## src/sv/ddl_pkg.sv

```systemverilog
// ----------------------------------------------------------------------------
// ddl_pkg
// Shared types, sizes and helpers for the deduplicating deque list.
// ----------------------------------------------------------------------------
`default_nettype none

package ddl_pkg;

    // Sizing
    localparam int CAPACITY   = 16;
    localparam int DATA_WIDTH = 16;
    localparam int VALUE_W    = 16;
    localparam int POS_W      = 8;
    localparam int LEN_W      = 5;
    localparam int STORE_W    = (DATA_WIDTH < VALUE_W) ? DATA_WIDTH : VALUE_W;
    localparam int IDX_W      = $clog2(CAPACITY);
    localparam int CNT_W      = $clog2(CAPACITY + 1);
    localparam int CMP_W      = (CNT_W > POS_W) ? CNT_W : POS_W;

    // Operation codes
    typedef enum logic [3:0] {
        FN_PUSH_FRONT = 4'd0,
        FN_PUSH_BACK  = 4'd1,
        FN_POP_FRONT  = 4'd2,
        FN_POP_BACK   = 4'd3,
        FN_REMOVE     = 4'd4,
        FN_HEAD       = 4'd5,
        FN_POSITION   = 4'd6,
        FN_CONTAINS   = 4'd7,
        FN_CLEAR      = 4'd8
    } func_t;

    // Sequencer states
    typedef enum logic [2:0] {
        ST_IDLE,
        ST_SCAN,
        ST_READ,
        ST_SHIFT_RD,
        ST_SHIFT_WR,
        ST_DONE
    } state_t;

    // Store access for one cycle
    typedef struct packed {
        logic               we;
        logic [IDX_W-1:0]   waddr;
        logic [STORE_W-1:0] wdata;
        logic [IDX_W-1:0]   raddr;
    } mem_req_t;

    // One result item
    typedef struct packed {
        logic [VALUE_W-1:0] read_data;
        logic               present;
        logic               dropped;
        logic [LEN_W-1:0]   length;
    } result_t;

    // Logical index to physical slot of the circular store
    function automatic logic [IDX_W-1:0] ddl_phys(input logic [IDX_W-1:0] head,
                                                  input logic [CNT_W-1:0] k);
        logic [CNT_W:0] sum;
        sum = (CNT_W+1)'(head) + (CNT_W+1)'(k);
        if (sum >= (CNT_W+1)'(CAPACITY)) begin
            sum = sum - (CNT_W+1)'(CAPACITY);
        end
        return IDX_W'(sum);
    endfunction

endpackage

`default_nettype wire

```

## src/sv/ddl_store.sv

```systemverilog
// ----------------------------------------------------------------------------
// ddl_store
// Entry store: one write and one registered read per cycle.
// ----------------------------------------------------------------------------
`default_nettype none

module ddl_store (
    input  wire logic                    aclk,
    input  wire ddl_pkg::mem_req_t       req,
    output logic [ddl_pkg::STORE_W-1:0]  rdata
);
    import ddl_pkg::*;

    logic [STORE_W-1:0] mem [CAPACITY];

    // write port
    always_ff @(posedge aclk) begin
        if (req.we) begin
            mem[req.waddr] <= req.wdata;
        end
    end

    // read port, registered
    always_ff @(posedge aclk) begin
        rdata <= mem[req.raddr];
    end

endmodule

`default_nettype wire

```

## src/sv/ddl_out.sv

```systemverilog
// ----------------------------------------------------------------------------
// ddl_out
// Output register for result items; frees when the consumer takes the item.
// ----------------------------------------------------------------------------
`default_nettype none

module ddl_out (
    input  wire logic                       aclk,
    input  wire logic                       aresetn,
    input  wire logic                       load,
    input  wire ddl_pkg::result_t           res,
    output logic                            free,
    output logic                            m_valid,
    input  wire logic                       m_ready,
    output logic [ddl_pkg::VALUE_W-1:0]     m_read_data,
    output logic                            m_present,
    output logic                            m_dropped,
    output logic [ddl_pkg::LEN_W-1:0]       m_length
);
    import ddl_pkg::*;

    logic    valid_reg;
    logic    valid_next;
    result_t data_reg;

    assign free       = !valid_reg || m_ready;
    assign valid_next = load || (valid_reg && !m_ready);

    // valid flag
    always_ff @(posedge aclk) begin
        if (!aresetn) begin
            valid_reg <= 1'b0;
        end else begin
            valid_reg <= valid_next;
        end
    end

    // payload
    always_ff @(posedge aclk) begin
        if (load) begin
            data_reg <= res;
        end
    end

    assign m_valid     = valid_reg;
    assign m_read_data = data_reg.read_data;
    assign m_present   = data_reg.present;
    assign m_dropped   = data_reg.dropped;
    assign m_length    = data_reg.length;

endmodule

`default_nettype wire

```

## src/sv/ddl_ctrl.sv

```systemverilog
// ----------------------------------------------------------------------------
// ddl_ctrl
// Sequencer: circular head/count pointers, store scan, tail shift, results.
// ----------------------------------------------------------------------------
`default_nettype none

module ddl_ctrl (
    input  wire logic                       aclk,
    input  wire logic                       aresetn,
    input  wire logic                       s_valid,
    output logic                            s_ready,
    input  wire logic [3:0]                 s_func,
    input  wire logic [ddl_pkg::VALUE_W-1:0] s_value,
    input  wire logic [ddl_pkg::POS_W-1:0]  s_position,
    output ddl_pkg::mem_req_t               mem_req,
    input  wire logic [ddl_pkg::STORE_W-1:0] mem_rdata,
    input  wire logic                       out_free,
    output logic                            out_load,
    output ddl_pkg::result_t                out_res
);
    import ddl_pkg::*;

    state_t             state_reg,   state_next;
    func_t              func_reg,    func_next;
    logic [STORE_W-1:0] value_reg,   value_next;
    logic [IDX_W-1:0]   head_reg,    head_next;
    logic [CNT_W-1:0]   count_reg,   count_next;
    logic [CNT_W-1:0]   k_reg,       k_next;
    logic               pend_reg,    pend_next;
    logic [VALUE_W-1:0] rd_reg,      rd_next;
    logic               present_reg, present_next;
    logic               dropped_reg, dropped_next;

    logic               hit;
    logic               scan_end;
    logic [CMP_W-1:0]   pos_eff;
    logic [CMP_W-1:0]   pos_lo;
    logic [CNT_W-1:0]   k_inc;
    logic [CNT_W-1:0]   count_dec;
    logic [IDX_W-1:0]   head_dec;

    assign hit       = pend_reg && (mem_rdata == value_reg);
    assign scan_end  = hit || (k_reg >= count_reg);
    assign k_inc     = k_reg + CNT_W'(1);
    assign count_dec = count_reg - CNT_W'(1);
    assign head_dec  = (head_reg == '0) ? IDX_W'(CAPACITY - 1) : head_reg - IDX_W'(1);
    assign pos_eff   = (s_position == '0) ? CMP_W'(1) : CMP_W'(s_position);
    assign pos_lo    = pos_eff - CMP_W'(1);

    // state and payload registers
    always_ff @(posedge aclk) begin
        if (!aresetn) begin
            state_reg <= ST_IDLE;
            head_reg  <= '0;
            count_reg <= '0;
            pend_reg  <= 1'b0;
        end else begin
            state_reg <= state_next;
            head_reg  <= head_next;
            count_reg <= count_next;
            pend_reg  <= pend_next;
        end
    end

    always_ff @(posedge aclk) begin
        func_reg    <= func_next;
        value_reg   <= value_next;
        k_reg       <= k_next;
        rd_reg      <= rd_next;
        present_reg <= present_next;
        dropped_reg <= dropped_next;
    end

    // next state and outputs
    always_comb begin
        state_next    = state_reg;
        func_next     = func_reg;
        value_next    = value_reg;
        head_next     = head_reg;
        count_next    = count_reg;
        k_next        = k_reg;
        pend_next     = 1'b0;
        rd_next       = rd_reg;
        present_next  = present_reg;
        dropped_next  = dropped_reg;
        s_ready       = 1'b0;
        out_load      = 1'b0;
        mem_req.we    = 1'b0;
        mem_req.waddr = head_reg;
        mem_req.wdata = value_reg;
        mem_req.raddr = head_reg;

        case (state_reg)
            ST_IDLE: begin
                s_ready = 1'b1;
                if (s_valid) begin
                    func_next    = func_t'(s_func);
                    value_next   = STORE_W'(s_value);
                    k_next       = '0;
                    rd_next      = '0;
                    present_next = 1'b0;
                    dropped_next = 1'b0;
                    state_next   = ST_DONE;
                    case (func_t'(s_func))
                        FN_PUSH_FRONT, FN_PUSH_BACK, FN_REMOVE, FN_CONTAINS: begin
                            state_next = ST_SCAN;
                        end
                        FN_POP_FRONT: begin
                            if (count_reg != '0) begin
                                head_next    = ddl_phys(head_reg, CNT_W'(1));
                                count_next   = count_dec;
                                present_next = 1'b1;
                            end
                        end
                        FN_POP_BACK: begin
                            if (count_reg != '0) begin
                                count_next   = count_dec;
                                present_next = 1'b1;
                            end
                        end
                        FN_HEAD: begin
                            mem_req.raddr = head_reg;
                            if (count_reg != '0) begin
                                state_next = ST_READ;
                            end
                        end
                        FN_POSITION: begin
                            mem_req.raddr = ddl_phys(head_reg, CNT_W'(pos_lo));
                            if (pos_eff <= CMP_W'(count_reg)) begin
                                state_next = ST_READ;
                            end
                        end
                        FN_CLEAR: begin
                            count_next = '0;
                        end
                        default: begin
                        end
                    endcase
                end
            end

            // read issued in idle; data is here now
            ST_READ: begin
                rd_next      = VALUE_W'(mem_rdata);
                present_next = 1'b1;
                state_next   = ST_DONE;
            end

            // one read issued per cycle; the compare uses the registered data of the read before
            ST_SCAN: begin
                mem_req.raddr = ddl_phys(head_reg, k_reg);
                if (!scan_end) begin
                    pend_next = 1'b1;
                    k_next    = k_inc;
                end else begin
                    state_next = ST_DONE;
                    case (func_reg)
                        FN_CONTAINS: begin
                            present_next = hit;
                        end
                        FN_PUSH_FRONT, FN_PUSH_BACK: begin
                            if (hit) begin
                                present_next = 1'b1;
                            end else if (count_reg >= CNT_W'(CAPACITY)) begin
                                dropped_next = 1'b1;
                            end else begin
                                mem_req.we   = 1'b1;
                                present_next = 1'b1;
                                count_next   = count_reg + CNT_W'(1);
                                if (func_reg == FN_PUSH_FRONT) begin
                                    mem_req.waddr = head_dec;
                                    head_next     = head_dec;
                                end else begin
                                    mem_req.waddr = ddl_phys(head_reg, count_reg);
                                end
                            end
                        end
                        FN_REMOVE: begin
                            if (hit) begin
                                present_next = 1'b1;
                                // matched index is one behind the issue index
                                k_next       = k_reg - CNT_W'(1);
                                if (k_reg == count_reg) begin
                                    count_next = count_dec;
                                end else begin
                                    state_next = ST_SHIFT_RD;
                                end
                            end
                        end
                        default: begin
                        end
                    endcase
                end
            end

            // close the gap: entry k+1 moves to k
            ST_SHIFT_RD: begin
                mem_req.raddr = ddl_phys(head_reg, k_inc);
                state_next    = ST_SHIFT_WR;
            end

            ST_SHIFT_WR: begin
                mem_req.we    = 1'b1;
                mem_req.waddr = ddl_phys(head_reg, k_reg);
                mem_req.wdata = mem_rdata;
                k_next        = k_inc;
                if (k_inc == count_dec) begin
                    count_next = count_dec;
                    state_next = ST_DONE;
                end else begin
                    state_next = ST_SHIFT_RD;
                end
            end

            // hand result to output register
            ST_DONE: begin
                if (out_free) begin
                    out_load   = 1'b1;
                    state_next = ST_IDLE;
                end
            end

            default: begin
                state_next = ST_IDLE;
            end
        endcase
    end

    assign out_res.read_data = rd_reg;
    assign out_res.present   = present_reg;
    assign out_res.dropped   = dropped_reg;
    assign out_res.length    = LEN_W'(count_reg);

endmodule

`default_nettype wire

```

## src/sv/dedup_deque_list_core.sv

```systemverilog
// Sequence from acceptance to m_valid: pop, clear and unused codes go straight to done;
// head and position reads pass through the read state; push, remove and contains scan
// the list, and remove shifts each entry behind the removed one forward by one slot.
// One item is handled at a time; the next item is taken the cycle after the result
// loads. The single-port scan of the entry store sets the pace.
// Reset: synchronous active-low aresetn empties the list; store contents stay.
// ----------------------------------------------------------------------------
// dedup_deque_list_core
// Ordered list of distinct values kept in a circular entry store.
// ----------------------------------------------------------------------------
`default_nettype none

module dedup_deque_list_core (
    input  wire logic                        aclk,
    input  wire logic                        aresetn,
    input  wire logic                        s_valid,
    output logic                             s_ready,
    input  wire logic [3:0]                  s_func,
    input  wire logic [ddl_pkg::VALUE_W-1:0] s_value,
    input  wire logic [ddl_pkg::POS_W-1:0]   s_position,
    output logic                             m_valid,
    input  wire logic                        m_ready,
    output logic [ddl_pkg::VALUE_W-1:0]      m_read_data,
    output logic                             m_present,
    output logic                             m_dropped,
    output logic [ddl_pkg::LEN_W-1:0]        m_length
);
    import ddl_pkg::*;

    mem_req_t           mem_req;
    logic [STORE_W-1:0] mem_rdata;
    logic               out_free;
    logic               out_load;
    result_t            out_res;

    // entry store
    ddl_store u_store (
        .aclk  (aclk),
        .req   (mem_req),
        .rdata (mem_rdata)
    );

    // sequencer
    ddl_ctrl u_ctrl (
        .aclk       (aclk),
        .aresetn    (aresetn),
        .s_valid    (s_valid),
        .s_ready    (s_ready),
        .s_func     (s_func),
        .s_value    (s_value),
        .s_position (s_position),
        .mem_req    (mem_req),
        .mem_rdata  (mem_rdata),
        .out_free   (out_free),
        .out_load   (out_load),
        .out_res    (out_res)
    );

    // result register
    ddl_out u_out (
        .aclk        (aclk),
        .aresetn     (aresetn),
        .load        (out_load),
        .res         (out_res),
        .free        (out_free),
        .m_valid     (m_valid),
        .m_ready     (m_ready),
        .m_read_data (m_read_data),
        .m_present   (m_present),
        .m_dropped   (m_dropped),
        .m_length    (m_length)
    );

endmodule

`default_nettype wire

```

## config.mk

```make
export PLATFORM = sky130hd
export DESIGN_NAME = dedup_deque_list_core
export DESIGN_NICKNAME = d
export VERILOG_FILES = /design/src/sv/ddl_pkg.sv /design/src/sv/ddl_store.sv /design/src/sv/ddl_out.sv /design/src/sv/ddl_ctrl.sv /design/src/sv/dedup_deque_list_core.sv
export SDC_FILE = /design/constraint.sdc
export NUM_CORES = 1
export LEC_CHECK = 0
export BUFFER_PORTS_ARGS = -buffer_cell sky130_fd_sc_hd__buf_2
export CORE_MARGIN = 5
export CORE_UTILIZATION = 65
export CTS_BUF_LIST = sky130_fd_sc_hd__clkbuf_16
export DETAILED_ROUTE_END_ITERATION = 10
export PLACE_DENSITY = 0.81
export SYNTH_ARGS = -nofsm -noshare
export SYNTH_HDL_FRONTEND = slang
export SYNTH_SLANG_ARGS = --single-unit
```

## constraint.sdc

```tcl
create_clock -name aclk -period 8.87 [get_ports aclk]
set_input_delay 1.774 -clock aclk [delete_from_list [all_inputs] [get_ports aclk]]
set_output_delay 1.774 -clock aclk [all_outputs]
set_load 0.05 [all_outputs]
```

==> reports/results.env, run 1 <==
CRITICAL_PATH_PEAK_FANOUT=17
CRITPATHARRIVALTIME_PS=5850
CP_SLOWEST_CELL='sky130_fd_sc_hd__nand3_1'
CP_SLOWEST_STAGE_DELAY_PS=900
GRT_UTIL_OVERALL_PCT=30.5
MAXCAPVIOLCOUNT=0
FLOORPLAN.ROWS=60
POST-SYNTH-TOP-AREA-FRACTION_PCT=54.8
CORE_AREA_SQ_MM=0.0269
TIMING.SLEW.HEADROOM_PCT=8.02
DIODE_INSERTION_COUNT_FOR_ANTENNA_REPAIR=0
ASYNC_FLOP_SHARE_PCT=0
SYNTH_COMMONEST_CELLS='322 x sky130_fd_sc_hd__edfxtp_1, 129 x sky130_fd_sc_hd__nand2_1, 94 x sky130_fd_sc_hd__mux2_2, 92 x sky130_fd_sc_hd__a221o_1, 51 x sky130_fd_sc_hd__o22ai_1'
FINALCRITPERIODSHARE_PCT=61.5
CLOCK_SKEW_PS=13.6
RESULT_OF_THE_RUN='complete, no violations'
OVERFLOW=0
GRT_MOST_USED_LAYER='met2'
SLEW_VIOLATIONS=0
NETLIST.TOP_CELL.BY_AREA='sky130_fd_sc_hd__edfxtp_1'
CLOCK_TREE_FROM_TRITONCTS='built'
FINISH.INSTANCE_AREA_SQ_MM=0.0194
SYNTH-EDFF-COUNT=322
GLOBALROUTEMET3UTIL_PCT=6.14
DRT_ITER0_DRC=1987
INITIAL_CORE_UTIL_PCT=65.7
REG2REG_SETUP_SLACK_PS=4100
CTS.REPAIR_TIMING.SETUP_BUFFER_COUNT=0
DETAILEDPLACE.WORSTSLACK_PS=2990
PWR_DENSITY_CELL_mW_PER_MM2=375
ROUTED_VIAS=13100
CRITICALPATHCATEGORY='input port to flop'
POSTSYNTHNETCOUNT=1441
WIRE_PER_INST_UM=26.8
CTS_BUFFERS=37
CELL_FAMILY_CONTRIBUTING_THE_MOST_DELAY_ON_THE_CRITICAL_PATH='simple AND/OR/NAND/NOR gates'
DOMINANT_REGISTER_CELL_IN_THE_SYNTHESIZED_NETLIST='sky130_fd_sc_hd__edfxtp_1'
TIMING.FINAL.WS_SETUP_PS=3420
CLOCK-ROOT-BUFFER='sky130_fd_sc_hd__clkbuf_16'
PLACE.PORT_BUFFERS=56
GP_ROUTABILITY_CONGESTION=0.961
GLOBAL_ROUTING_MET2_RESOURCE_UTILIZATION_PCT=49.0
LARGEST_REGISTER_FF_COUNT=256
TIGHTEST_SLEW_PS=1370
CLOCK-SINKS=352
YOSYSSEQAREASHARE_PCT=58.2
LARGEST_NET_DEGREE_AT_THE_START_OF_GLOBAL_ROUTING=81
YOSYSUNIQUECELLTYPES=85
MAPPEDNETLISTAREA_SQ_MM=0.0177
CLOCK_LATENCY_PS=520
POST_CTS_RESIZE_COUNT=0
REQUIRED_PS=9270
SYNTH_SEQ_CELLS=352
POSTSYNTHCELLCOUNT=1375
LIST_OF_CELLS_TRAVERSED_BY_THE_CRITICAL_PATH='buf_2 > nor4_1 > a21oi_1 > ha_1 > inv_1 > fa_1 > xor2_1 > nand4_1 > nand3_1 > buf_4 > a221o_1 > a41oi_1 > or4_1 > o41ai_1'
FINAL_PERIOD_MINUS_WORST_SETUP_SLACK_PS=5450
PLACEMENT.CELL_AREA_SQ_MM=0.0183
DETAIL-ROUTE-ANTENNA-NETS=0
DESIGN.PORTCOUNT=57
VIA_PER_INST=7.33
DRT_DRC_VIOLATIONS_LEFT=0
FLOORPLAN.DIE.HEIGHT_UM=175
MAX-CLOCK-PATH-BUFFERS=3
DIE_WIDTH_UM=175
MIN_PATH_TYPE='flop to flop'
SYNTH.MOST_COMMON_CELL='sky130_fd_sc_hd__edfxtp_1'
VDD_IR_DROP_MAX_mV=0.282
NETLIST_TOP_CELLS_AREA='sky130_fd_sc_hd__edfxtp_1 55%, sky130_fd_sc_hd__mux2_2 6.0%, sky130_fd_sc_hd__a221o_1 5.2%, sky130_fd_sc_hd__dfxtp_1 3.4%, sky130_fd_sc_hd__nand2_1 2.7%'
CLK_TRANSITION_REPORTED_PATHS_PS=60
FIRSTDRTPASSITERS=8
CTSHTREEMAXLEVEL=2
FILLCELLCOUNT=1762
YOSYSWARNINGS=0
POST-DP-HPWL_UM=28600
SETUP_TOTAL_NEGATIVE_SLACK_PS=0
PLACE_INST=1713
FINAL_HOLD_VIOLATION_COUNT=0
WORSTSETUPSTARTPOINTTYPE='input port'
POST_ROUTE_INSTS_NO_FILL=1781
WORST_PATH_BUFFER_PLUS_INVERTER_COUNT=3
GLOBAL_ROUTE.USAGE.MET1_PCT=40.5
FMAX_MHz=183
DRT-TOTAL-WL_UM=47700
LAYOUT-DRIVE-GT1-SHARE_PCT=19.2
P_LEAK_nW=6.51
DIE-AREA_SQ_MM=0.0306
ANTENNA_FOUND_INITIAL=0
GRT_FIRST_PASS_WIRELENGTH_UM=72700
MAX_FLOP_REGISTER='u_store.mem'
FINAL_CORE_UTILIZATION_PCT=72.3
GRT_SETUP_UNREPAIRED='false'
SETUP-VIOLATIONS-FINAL=0
POST_CTS_HOLD_BUFFER_COUNT=0
VIA_COUNT_OF_THE_FIRST_GLOBAL_ROUTING_PASS=12900
NUM-NETS-FINAL=1477
TIMING.CRITICAL_PATH.TO_TYPE='flop'
LAYOUT-AREA-OVERHEAD-VS-SYNTH_PCT=9.96
SYN-MEAN-INSTANCE-AREA_SQ_UM=12.8
## worst reg2reg max path, stage by stage (launching register included)
cell                      delay (ps)
sky130_fd_sc_hd__dfxtp_1         600
sky130_fd_sc_hd__inv_1           210
sky130_fd_sc_hd__ha_1            350
sky130_fd_sc_hd__a21o_1          110
sky130_fd_sc_hd__a21oi_1          60
sky130_fd_sc_hd__o21ai_1         430
sky130_fd_sc_hd__nand2_2         220
sky130_fd_sc_hd__o31a_1          390
sky130_fd_sc_hd__a221o_1         550
sky130_fd_sc_hd__nor3_2         1130
sky130_fd_sc_hd__buf_4           400
## placed cells by master, fill, tap and decap left out, types with 7 or more instances in the layout
master / netlist / layout
sky130_fd_sc_hd__a21o_1: 25 / 25
sky130_fd_sc_hd__a21oi_1: 42 / 42
sky130_fd_sc_hd__a221o_1: 92 / 92
sky130_fd_sc_hd__a221oi_1: 8 / 8
sky130_fd_sc_hd__a41oi_1: 15 / 15
sky130_fd_sc_hd__and2_1: 19 / 19
sky130_fd_sc_hd__and3_1: 8 / 8
sky130_fd_sc_hd__buf_2: 24 / 56
sky130_fd_sc_hd__buf_4: 9 / 34
sky130_fd_sc_hd__clkbuf_16: 0 / 37
sky130_fd_sc_hd__clkinv_1: 0 / 11
sky130_fd_sc_hd__clkinv_2: 0 / 8
sky130_fd_sc_hd__dfxtp_1: 30 / 28
sky130_fd_sc_hd__edfxtp_1: 322 / 322
sky130_fd_sc_hd__ha_1: 30 / 30
sky130_fd_sc_hd__inv_1: 19 / 23
sky130_fd_sc_hd__mux2_2: 94 / 94
sky130_fd_sc_hd__mux2i_1: 38 / 38
sky130_fd_sc_hd__nand2_1: 129 / 128
sky130_fd_sc_hd__nand2b_1: 7 / 7
sky130_fd_sc_hd__nand3_1: 13 / 13
sky130_fd_sc_hd__nand4_1: 13 / 13
sky130_fd_sc_hd__nor2_1: 31 / 31
sky130_fd_sc_hd__nor2b_1: 8 / 8
sky130_fd_sc_hd__nor3_1: 33 / 16
sky130_fd_sc_hd__nor3_2: 1 / 18
sky130_fd_sc_hd__o211ai_1: 36 / 36
sky130_fd_sc_hd__o21ai_0: 24 / 24
sky130_fd_sc_hd__o221ai_1: 17 / 17
sky130_fd_sc_hd__o22ai_1: 51 / 51
sky130_fd_sc_hd__o31ai_1: 7 / 7
sky130_fd_sc_hd__o41ai_1: 16 / 16
sky130_fd_sc_hd__or4_1: 19 / 19
sky130_fd_sc_hd__xnor2_1: 28 / 27
sky130_fd_sc_hd__xor2_1: 15 / 15
## per-stage QoR
step | hold WS [ps] | total power [mW]
after CTS | 419 | 7.22
after floorplan | 400 | 4.88
after global placement | 401 | 5.64
after global routing | 427 | 7.64
after detailed placement | 405 | 5.78
final | 418 | 7.29
## layer usage
| metal | vias up | share of wire, % |
|---|---|---|
| met1 | 6309 | 37 |
| met3 | 191 | 11 |
| met5 | - | 0 |
| li1 | 5639 | - |
| met2 | 914 | 47 |
| met4 | 0 | 4.9 |
## layout make-up
class / instances / area (sq um) / share of cell area, %
sequential: 352 / 10300 / 52.9
inverter: 22 / 82.6 / 0.425
clock inverter: 31 / 196 / 1.01
clock buffer: 37 / 926 / 4.77
timing repair buffer: 90 / 536 / 2.76
tap: 341 / 427 / 2.20
multi-input combinational: 908 / 6980 / 35.9
## report_power, final
part | total [mW] | internal (mW) | switching, mW
Sequential | 2.53 | 2.26 | 0.273
Clock | 1.42 | 0.797 | 0.626
Combinational | 3.33 | 1.21 | 2.13
Total | 7.29 | 4.26 | 3.03
## final timing paths
path	start	to	cells after the start
max	s_position[5]	u_store.rdata[4]$_DFF_P_	14
min	u_ctrl.rd_reg[5]$_SDFFCE_PN0P_	u_out.m_read_data[5]$_DFFE_PP_	0
max reg2reg	u_ctrl.count_reg[1]$_SDFFE_PN0P_	u_store.mem[9][15]$_DFFE_PP_	10
min reg2reg	u_ctrl.rd_reg[5]$_SDFFCE_PN0P_	u_out.m_read_data[5]$_DFFE_PP_	0
## logic make-up (layout without fill, tap and decap cells)
logic type                 after synthesis  after routing  synth area share, %
xor gates and xnor gates                43             43                 2.13
adders and majority gates               34             34                 2.58
DFF                                    352            352                 58.2
muxes                                  132            132                 8.15
and+or+nand+nor                        315            315                 9.03
buffers and inverters                  115            180                 2.89
AOI/OAI and AO/OA                      384            384                 17.1
(Power assumes the default switching activity.)
==> inputs of run 2 (changes only) <==
--- a/config.mk
+++ b/config.mk
@@ -5,12 +5,13 @@
 export SDC_FILE = /design/constraint.sdc
 export NUM_CORES = 1
 export LEC_CHECK = 0
+export ABC_AREA = 1
 export BUFFER_PORTS_ARGS = -buffer_cell sky130_fd_sc_hd__buf_2
 export CORE_MARGIN = 5
-export CORE_UTILIZATION = 65
+export CORE_UTILIZATION = 62
 export CTS_BUF_LIST = sky130_fd_sc_hd__clkbuf_16
 export DETAILED_ROUTE_END_ITERATION = 10
-export PLACE_DENSITY = 0.81
+export PLACE_DENSITY = 0.78
 export SYNTH_ARGS = -nofsm -noshare
 export SYNTH_HDL_FRONTEND = slang
 export SYNTH_SLANG_ARGS = --single-unit
==> constraint.sdc (replaced) <==
create_clock -name aclk -period 5.17 [get_ports aclk]
set_input_delay 1.034 -clock aclk [delete_from_list [all_inputs] [get_ports aclk]]
set_output_delay 1.034 -clock aclk [all_outputs]
set_load 0.05 [all_outputs]
==> reports/results.env, run 2 <==
MAXCAPVIOLCOUNT=0
MAPPEDNETLISTAREA_SQ_MM=0.0167
GP_ROUTABILITY_CONGESTION=0.895
FLOORPLAN.DIE.HEIGHT_UM=174
DIODE_INSERTION_COUNT_FOR_ANTENNA_REPAIR=0
TIMING.CRITICAL_PATH.TO_TYPE='flop'
YOSYSWARNINGS=0
FINAL_PERIOD_MINUS_WORST_SETUP_SLACK_PS=4140
TIMING.FINAL.WS_SETUP_PS=1030
PWR_DENSITY_CELL_mW_PER_MM2=668
SLEW_VIOLATIONS=0
POST-SYNTH-TOP-AREA-FRACTION_PCT=57.8
DRT-TOTAL-WL_UM=40100
FINAL_CORE_UTILIZATION_PCT=69.5
CRITICALPATHCATEGORY='flop to flop'
VIA_COUNT_OF_THE_FIRST_GLOBAL_ROUTING_PASS=11800
CTS.REPAIR_TIMING.SETUP_BUFFER_COUNT=0
LIST_OF_CELLS_TRAVERSED_BY_THE_CRITICAL_PATH='inv_1 > ha_1 > nand2_1 > nor2_1 > nand2_1 > nand3_1 > nand3_1 > o21ai_0 > inv_1 > nor2_1 > nand2_1 > nor2_1 > buf_4'
SYNTH-EDFF-COUNT=322
TIGHTEST_SLEW_PS=1120
SETUP_TOTAL_NEGATIVE_SLACK_PS=0
LAYOUT-DRIVE-GT1-SHARE_PCT=9.75
VDD_IR_DROP_MAX_mV=0.491
RESULT_OF_THE_RUN='complete, no violations'
CLOCK_POWER_SHARE_PCT=20.2
FLOORPLAN.ROWS=60
DOMINANT_REGISTER_CELL_IN_THE_SYNTHESIZED_NETLIST='sky130_fd_sc_hd__edfxtp_1'
FINAL_HOLD_VIOLATION_COUNT=0
PLACE.PORT_BUFFERS=56
POST_ROUTE_INSTS_NO_FILL=2208
YOSYSUNIQUECELLTYPES=43
LARGEST_REGISTER_FF_COUNT=256
DETAILROUTE.WIRELENGTH.MET3_UM=3270
MAX-CLOCK-PATH-BUFFERS=3
FINALCRITPERIODSHARE_PCT=80.2
FINISH.INSTANCE_AREA_SQ_MM=0.0186
SYN-MEAN-INSTANCE-AREA_SQ_UM=9.46
R2R-START='u_ctrl.count_reg[4]$_SDFFE_PN0P_'
MET2_LENGTH_UM=19300
NETLIST.TOP_CELL.BY_AREA='sky130_fd_sc_hd__edfxtp_1'
TIMING.SLEW.HEADROOM_PCT=25.4
FF2FF_PATH_DEPTH=13
CLOCK_SKEW_PS=22.5
WIRE_PER_INST_UM=18.2
SYNTH.MOST_COMMON_CELL='sky130_fd_sc_hd__nand2_1'
ANTENNA_FOUND_INITIAL=0
GRT_UTIL_OVERALL_PCT=26.4
CTSHTREEMAXLEVEL=2
CORE_AREA_SQ_MM=0.0268
LARGEST_NET_DEGREE_AT_THE_START_OF_GLOBAL_ROUTING=65
DIE-AREA_SQ_MM=0.0304
DETAILEDPLACE.WORSTSLACK_PS=1110
MIN_PATH_TYPE='flop to flop'
SETUP-VIOLATIONS-FINAL=0
NUM-NETS-FINAL=1906
CLOCK-ROOT-BUFFER='sky130_fd_sc_hd__clkbuf_16'
DRT_DRC_VIOLATIONS_LEFT=0
POST_CTS_RESIZE_COUNT=0
POST-DP-HPWL_UM=25400
POSTSYNTHNETCOUNT=1835
REG2REG_SETUP_SLACK_PS=1030
FRACTION_OF_POWER_SPENT_SWITCHING_NETS_PCT=43.2
POSTSYNTHCELLCOUNT=1769
CELL_FAMILY_CONTRIBUTING_THE_MOST_DELAY_ON_THE_CRITICAL_PATH='simple AND/OR/NAND/NOR gates'
WORST_HOLD_SLACK_PS=417
CLOCK_TREE_FROM_TRITONCTS='built'
COMB_POWER_SHARE_PCT=45.5
NETLIST_TOP_CELLS_AREA='sky130_fd_sc_hd__edfxtp_1 58%, sky130_fd_sc_hd__nand2_1 12%, sky130_fd_sc_hd__nand3_1 7.3%, sky130_fd_sc_hd__inv_1 6.3%, sky130_fd_sc_hd__dfxtp_1 3.6%'
SYNTH_SEQ_CELLS=352
CRITPATHARRIVALTIME_PS=4370
PLACEMENT.CELL_AREA_SQ_MM=0.0175
DESIGN.PORTCOUNT=57
CLK_TRANSITION_REPORTED_PATHS_PS=60
CP_LAUNCH_POINT='u_ctrl.count_reg[4]$_SDFFE_PN0P_'
P_SWITCHING_mW=5.38
REQUIRED_PS=5400
CP_SLOWEST_CELL='sky130_fd_sc_hd__nor2_1'
R2R_END='u_store.mem[12][13]$_DFFE_PP_'
GRT_SETUP_UNREPAIRED='false'
P_SEQ_SHARE_PCT=34.3
P_LEAK_nW=8.20
CLOCK-SINKS=352
CRITICAL_PATH_PEAK_FANOUT=10
DIE_WIDTH_UM=174
CLOCK_LATENCY_PS=540
INITIAL_CORE_UTIL_PCT=62.4
ROUTEDLENGTHMET1_UM=16400
ASYNC_FLOP_SHARE_PCT=0
YOSYSSEQAREASHARE_PCT=61.4
WORSTSETUPENDPOINT='u_store.mem[12][13]$_DFFE_PP_'
TOTAL_NUMBER_OF_CELLS_ALONG_THE_WORST_SETUP_PATH=13
VIA_PER_INST=5.56
FINAL_CELL_MIX='529 x sky130_fd_sc_hd__nand2_1, 322 x sky130_fd_sc_hd__edfxtp_1, 286 x sky130_fd_sc_hd__inv_1, 244 x sky130_fd_sc_hd__nand3_1, 91 x sky130_fd_sc_hd__nor2_1'
CTS_BUFFERS=36
SYNTH_COMMONEST_CELLS='531 x sky130_fd_sc_hd__nand2_1, 322 x sky130_fd_sc_hd__edfxtp_1, 279 x sky130_fd_sc_hd__inv_1, 244 x sky130_fd_sc_hd__nand3_1, 106 x sky130_fd_sc_hd__nor2_1'
MAX_FLOP_REGISTER='u_store.mem'
OVERFLOW=0
FMAX_MHz=241
LAYOUT-AREA-OVERHEAD-VS-SYNTH_PCT=11.3
WORSTSETUPSTARTPOINTTYPE='flop'
DRT_ITER0_DRC=1450
GRT_FIRST_PASS_WIRELENGTH_UM=63100
POWER_CONSUMPTION_mW=12.4
DETAIL-ROUTE-ANTENNA-NETS=0
POST_CTS_HOLD_BUFFER_COUNT=0
CP_SLOWEST_STAGE_DELAY_PS=690
WORST_PATH_BUFFER_PLUS_INVERTER_COUNT=3
FIRSTDRTPASSITERS=6
INTERNAL-POWER_mW=7.06
PLACE_INST=2143
ROUTED_VIAS=12300
LAYOUT.CELLS.MOST_COMMON='sky130_fd_sc_hd__nand2_1'
MAX_LAYER_USED='met4'
-- run 2: changes by cell type after synthesis, sizes merged, moves of 19 or more --
| cell | previous run | this run |
|---|---|---|
| o22ai | 51 | 6 |
| inv | 22 | 284 |
| nand3 | 13 | 244 |
| nand2 | 130 | 533 |
| nor2 | 32 | 110 |
| mux2 | 94 | 0 |
| o211ai | 37 | 2 |
| nor3 | 34 | 4 |
| a21o | 25 | 0 |
| mux2i | 38 | 0 |
| or4 | 19 | 0 |
| a221o | 92 | 0 |
| clkbuf | 49 | 11 |
-- run 2: logic make-up after synthesis --
kind of cell | Yosys count | synth area share, %
buffers and inverters | 352 | 8.64
flip-flops | 352 | 61.4
adder cells (fa/ha/maj) | 34 | 2.72
AO/OA/AOI/OAI | 96 | 3.19
XOR/XNOR | 26 | 1.41
AND/OR/NAND/NOR | 909 | 22.7
-- run 2: how the worst min path moves through the flow --
stage | end | startpoint | slack, ps | cells after the start
after CTS | u_out.m_read_data[6]$_DFFE_PP_ | u_ctrl.rd_reg[6]$_SDFFCE_PN0P_ | 420 | 0
after detailed placement | u_out.m_read_data[6]$_DFFE_PP_ | u_ctrl.rd_reg[6]$_SDFFCE_PN0P_ | 410 | 0
after floorplan | u_out.m_dropped$_DFFE_PP_ | u_ctrl.dropped_reg$_DFFE_PP_ | 400 | 0
after global routing | u_out.m_read_data[12]$_DFFE_PP_ | u_ctrl.rd_reg[12]$_SDFFCE_PN0P_ | 430 | 0
final | u_out.m_read_data[6]$_DFFE_PP_ | u_ctrl.rd_reg[6]$_SDFFCE_PN0P_ | 420 | 0
after global placement | u_out.m_read_data[11]$_DFFE_PP_ | u_ctrl.rd_reg[11]$_SDFFCE_PN0P_ | 400 | 0
-- run 2: layer usage --
layer  vias to the layer above  global-route usage, %
met2                       573                   44.5
met5                         -                      0
li1                       5900                      -
met3                        89                   3.70
met1                      5712                   35.7
met4                         0                   8.87
-- run 2: area by class of cell --
type | instances | area (sq um)
Clock buffer | 36 | 901
Fill cell | 1974 | 8180
Tap cell | 341 | 427
Timing Repair Buffer | 99 | 628
Sequential cell | 352 | 10300
Multi-Input combinational cell | 1065 | 5070
Clock inverter | 29 | 255
Inverter | 286 | 1070
-- run 2: power groups by stage --
| stage | clock, mW | combinational [mW] | sequential (mW) |
|---|---|---|---|
| final | 2.51 | 5.66 | 4.27 |
| after global routing | 2.67 | 6.33 | 4.31 |
| after CTS | 2.54 | 5.62 | 4.26 |
| after detailed placement | 0 | 5.56 | 4.32 |
| after global placement | 0 | 5.44 | 4.30 |
| after floorplan | 0 | 4.08 | 4.24 |
==> inputs of run 3 (changes only) <==
--- a/config.mk
+++ b/config.mk
@@ -8,10 +8,10 @@
 export ABC_AREA = 1
 export BUFFER_PORTS_ARGS = -buffer_cell sky130_fd_sc_hd__buf_2
 export CORE_MARGIN = 5
-export CORE_UTILIZATION = 62
+export CORE_UTILIZATION = 56
 export CTS_BUF_LIST = sky130_fd_sc_hd__clkbuf_16
 export DETAILED_ROUTE_END_ITERATION = 10
-export PLACE_DENSITY = 0.78
+export PLACE_DENSITY = 0.74
 export SYNTH_ARGS = -nofsm -noshare
 export SYNTH_HDL_FRONTEND = slang
 export SYNTH_SLANG_ARGS = --single-unit
==> constraint.sdc (replaced) <==
create_clock -name aclk -period 3.6 [get_ports aclk]
set_input_delay 0.72 -clock aclk [delete_from_list [all_inputs] [get_ports aclk]]
set_output_delay 0.72 -clock aclk [all_outputs]
set_load 0.05 [all_outputs]
==> reports/results.env, run 3 (synthesis gave the netlist of run 2 again) <==
FF2FF_PATH_DEPTH=12
FINALCRITPERIODSHARE_PCT=87.7
FINAL_CELL_MIX='529 x sky130_fd_sc_hd__nand2_1, 322 x sky130_fd_sc_hd__edfxtp_1, 288 x sky130_fd_sc_hd__inv_1, 244 x sky130_fd_sc_hd__nand3_1, 88 x sky130_fd_sc_hd__nor2_1'
GRT_SETUP_UNREPAIRED='false'
MAX_FLOP_REGISTER='u_store.mem'
GP_ROUTABILITY_CONGESTION=0.916
FLOORPLAN.DIE.HEIGHT_UM=183
DRT_DRC_VIOLATIONS_LEFT=0
SETUP_TOTAL_NEGATIVE_SLACK_PS=0
VIA_COUNT_OF_THE_FIRST_GLOBAL_ROUTING_PASS=12200
CLOCK-ROOT-BUFFER='sky130_fd_sc_hd__clkbuf_16'
HOLDCRITSTARTPOINT='s_value[12]'
POST-DP-HPWL_UM=27100
FLOORPLAN.ROWS=63
CLOCK_SKEW_PS=20.5
TIGHTEST_SLEW_PS=1090
GRT_UTIL_OVERALL_PCT=25.0
CTSHTREEMAXLEVEL=2
MAXCAPVIOLCOUNT=0
FINAL_HOLD_VIOLATION_COUNT=0
POST_CTS_HOLD_BUFFER_COUNT=0
R2R_END='u_store.mem[13][11]$_DFFE_PP_'
WHS_PATH_DEPTH=1
LAYOUT-DRIVE-GT1-SHARE_PCT=11.3
REG2REG_SETUP_SLACK_PS=520
DESIGN.PORTCOUNT=57
CLOCK-SINKS=352
ROUTED_VIAS=12500
PWR_DENSITY_CELL_mW_PER_MM2=972
DRT-TOTAL-WL_UM=41500
CTS_BUFFERS=38
FINAL_CORE_UTILIZATION_PCT=64.8
LARGEST_REGISTER_FF_COUNT=256
RESULT_OF_THE_RUN='complete, no violations'
DRT_ITER0_DRC=1433
GRT_FIRST_PASS_WIRELENGTH_UM=66000
SETUP-VIOLATIONS-FINAL=0
DETAILEDPLACE.WORSTSLACK_PS=-29.4
FMAX_MHz=317
DIE_WIDTH_UM=183
OVERFLOW=0
CORE_AREA_SQ_MM=0.0296
MIN_PATH_TYPE='input port to flop'
DIE-AREA_SQ_MM=0.0334
CLOCK_TREE_FROM_TRITONCTS='built'
VIA_PER_INST=5.46
CTS.REPAIR_TIMING.SETUP_BUFFER_COUNT=0
LAYOUT.CELLS.MOST_COMMON='sky130_fd_sc_hd__nand2_1'
SLEW_VIOLATIONS=0
TIMING.FINAL.WS_SETUP_PS=443
P_LEAK_nW=8.43
CLOCK_LATENCY_PS=540
CLK_TRANSITION_REPORTED_PATHS_PS=60
FIRSTDRTPASSITERS=6
LARGEST_NET_DEGREE_AT_THE_START_OF_GLOBAL_ROUTING=51
PLACE.PORT_BUFFERS=56
ANTENNA_FOUND_INITIAL=0
WIRE_PER_INST_UM=18.2
WORST_HOLD_PATH.ENDPOINT='u_ctrl.value_reg[12]$_DFFE_PP_'
DIODE_INSERTION_COUNT_FOR_ANTENNA_REPAIR=0
R2R-START='u_ctrl.k_reg[3]$_DFFE_PP_'
TIMING.SLEW.HEADROOM_PCT=27.4
CRITICALPATHCATEGORY='input port to flop'
REQUIRED_PS=4020
WORSTSETUPSTARTPOINTTYPE='input port'
VDD_IR_DROP_MAX_mV=0.695
INITIAL_CORE_UTIL_PCT=56.6
FINAL_PERIOD_MINUS_WORST_SETUP_SLACK_PS=3160
MAX-CLOCK-PATH-BUFFERS=3
DETAIL-ROUTE-ANTENNA-NETS=0
CRITPATHARRIVALTIME_PS=3570
TIMING.CRITICAL_PATH.TO_TYPE='flop'
POST_CTS_RESIZE_COUNT=0
NUM-NETS-FINAL=1933
LAYOUT-AREA-OVERHEAD-VS-SYNTH_PCT=14.5
CRITICAL_PATH_PEAK_FANOUT=32
[run 3: cell types whose count changed in the layout (fill, tap and decap cells not counted), moves of 2 or more]
cell,delta
sky130_fd_sc_hd__buf_12,+16
sky130_fd_sc_hd__buf_4,+9
sky130_fd_sc_hd__clkbuf_16,+3
sky130_fd_sc_hd__clkinv_1,-3
sky130_fd_sc_hd__clkinv_2,+2
sky130_fd_sc_hd__inv_1,+2
sky130_fd_sc_hd__nor2_1,-3
sky130_fd_sc_hd__nor2_2,+3
[run 3: report_power, final]
part	internal (mW)	switching, mW	leakage [nW]
registers	5.66	0.421	3.19
logic	2.74	5.96	4.61
clock network	2.26	1.57	0.640
[run 3: layout make-up]
type / instances / area, sq um
fill: 2320 / 10400
sequential: 352 / 10300
multi-input combinational: 1065 / 5080
inverter: 286 / 1070
timing repair buffer: 124 / 1020
clock buffer: 39 / 976
tap: 390 / 488
clock inverter: 30 / 253
[run 3: how the worst max path moves through the flow]
stage	from	slack [ps]	end	cells past startpoint
6_report	s_position[2]	440	u_store.rdata[4]$_DFF_P_	16
5_1_grt	s_position[2]	230	u_store.rdata[13]$_DFF_P_	17
4_1_cts	s_position[2]	490	u_store.rdata[4]$_DFF_P_	16
3_5_place_dp	s_position[2]	-30	u_store.rdata[13]$_DFF_P_	16
3_3_place_gp	s_position[2]	130	u_store.rdata[9]$_DFF_P_	16
2_1_floorplan	u_ctrl.count_reg[4]$_SDFFE_PN0P_	450	u_store.mem[8][0]$_DFFE_PP_	12
[run 3: through the flow]
step	instance area, sq um	cells	power, mW	hold WS (ps)
2_1_floorplan	16700	1769	11.9	400
3_3_place_gp	17900	2217	14.5	401
3_5_place_dp	17900	2217	14.7	405
4_1_cts	19200	2286	18.6	351
5_1_grt	19200	2286	19.8	356
6_report	19200	2286	18.6	364
[run 3: critical path, cell delays in order]
cell	delay [ps]
sky130_fd_sc_hd__buf_2	140
sky130_fd_sc_hd__nor2_1	110
sky130_fd_sc_hd__nand2_1	80
sky130_fd_sc_hd__nor2_1	160
sky130_fd_sc_hd__a31oi_1	210
sky130_fd_sc_hd__ha_1	340
sky130_fd_sc_hd__inv_1	70
sky130_fd_sc_hd__fa_1	430
sky130_fd_sc_hd__xnor2_1	150
sky130_fd_sc_hd__nor3_1	200
sky130_fd_sc_hd__o21ai_0	140
sky130_fd_sc_hd__o21ai_2	90
sky130_fd_sc_hd__buf_4	420
sky130_fd_sc_hd__nand3_1	140
sky130_fd_sc_hd__nand3_1	90
sky130_fd_sc_hd__nand2_1	80
[run 3: metal layers]
metal	GRT usage, %	wire length (um)	part of all wire, %
met5	0	0	0
met4	7.57	1070	2.6
met3	4.03	3760	9.1
met2	40.8	19600	47
met1	35.0	17100	41
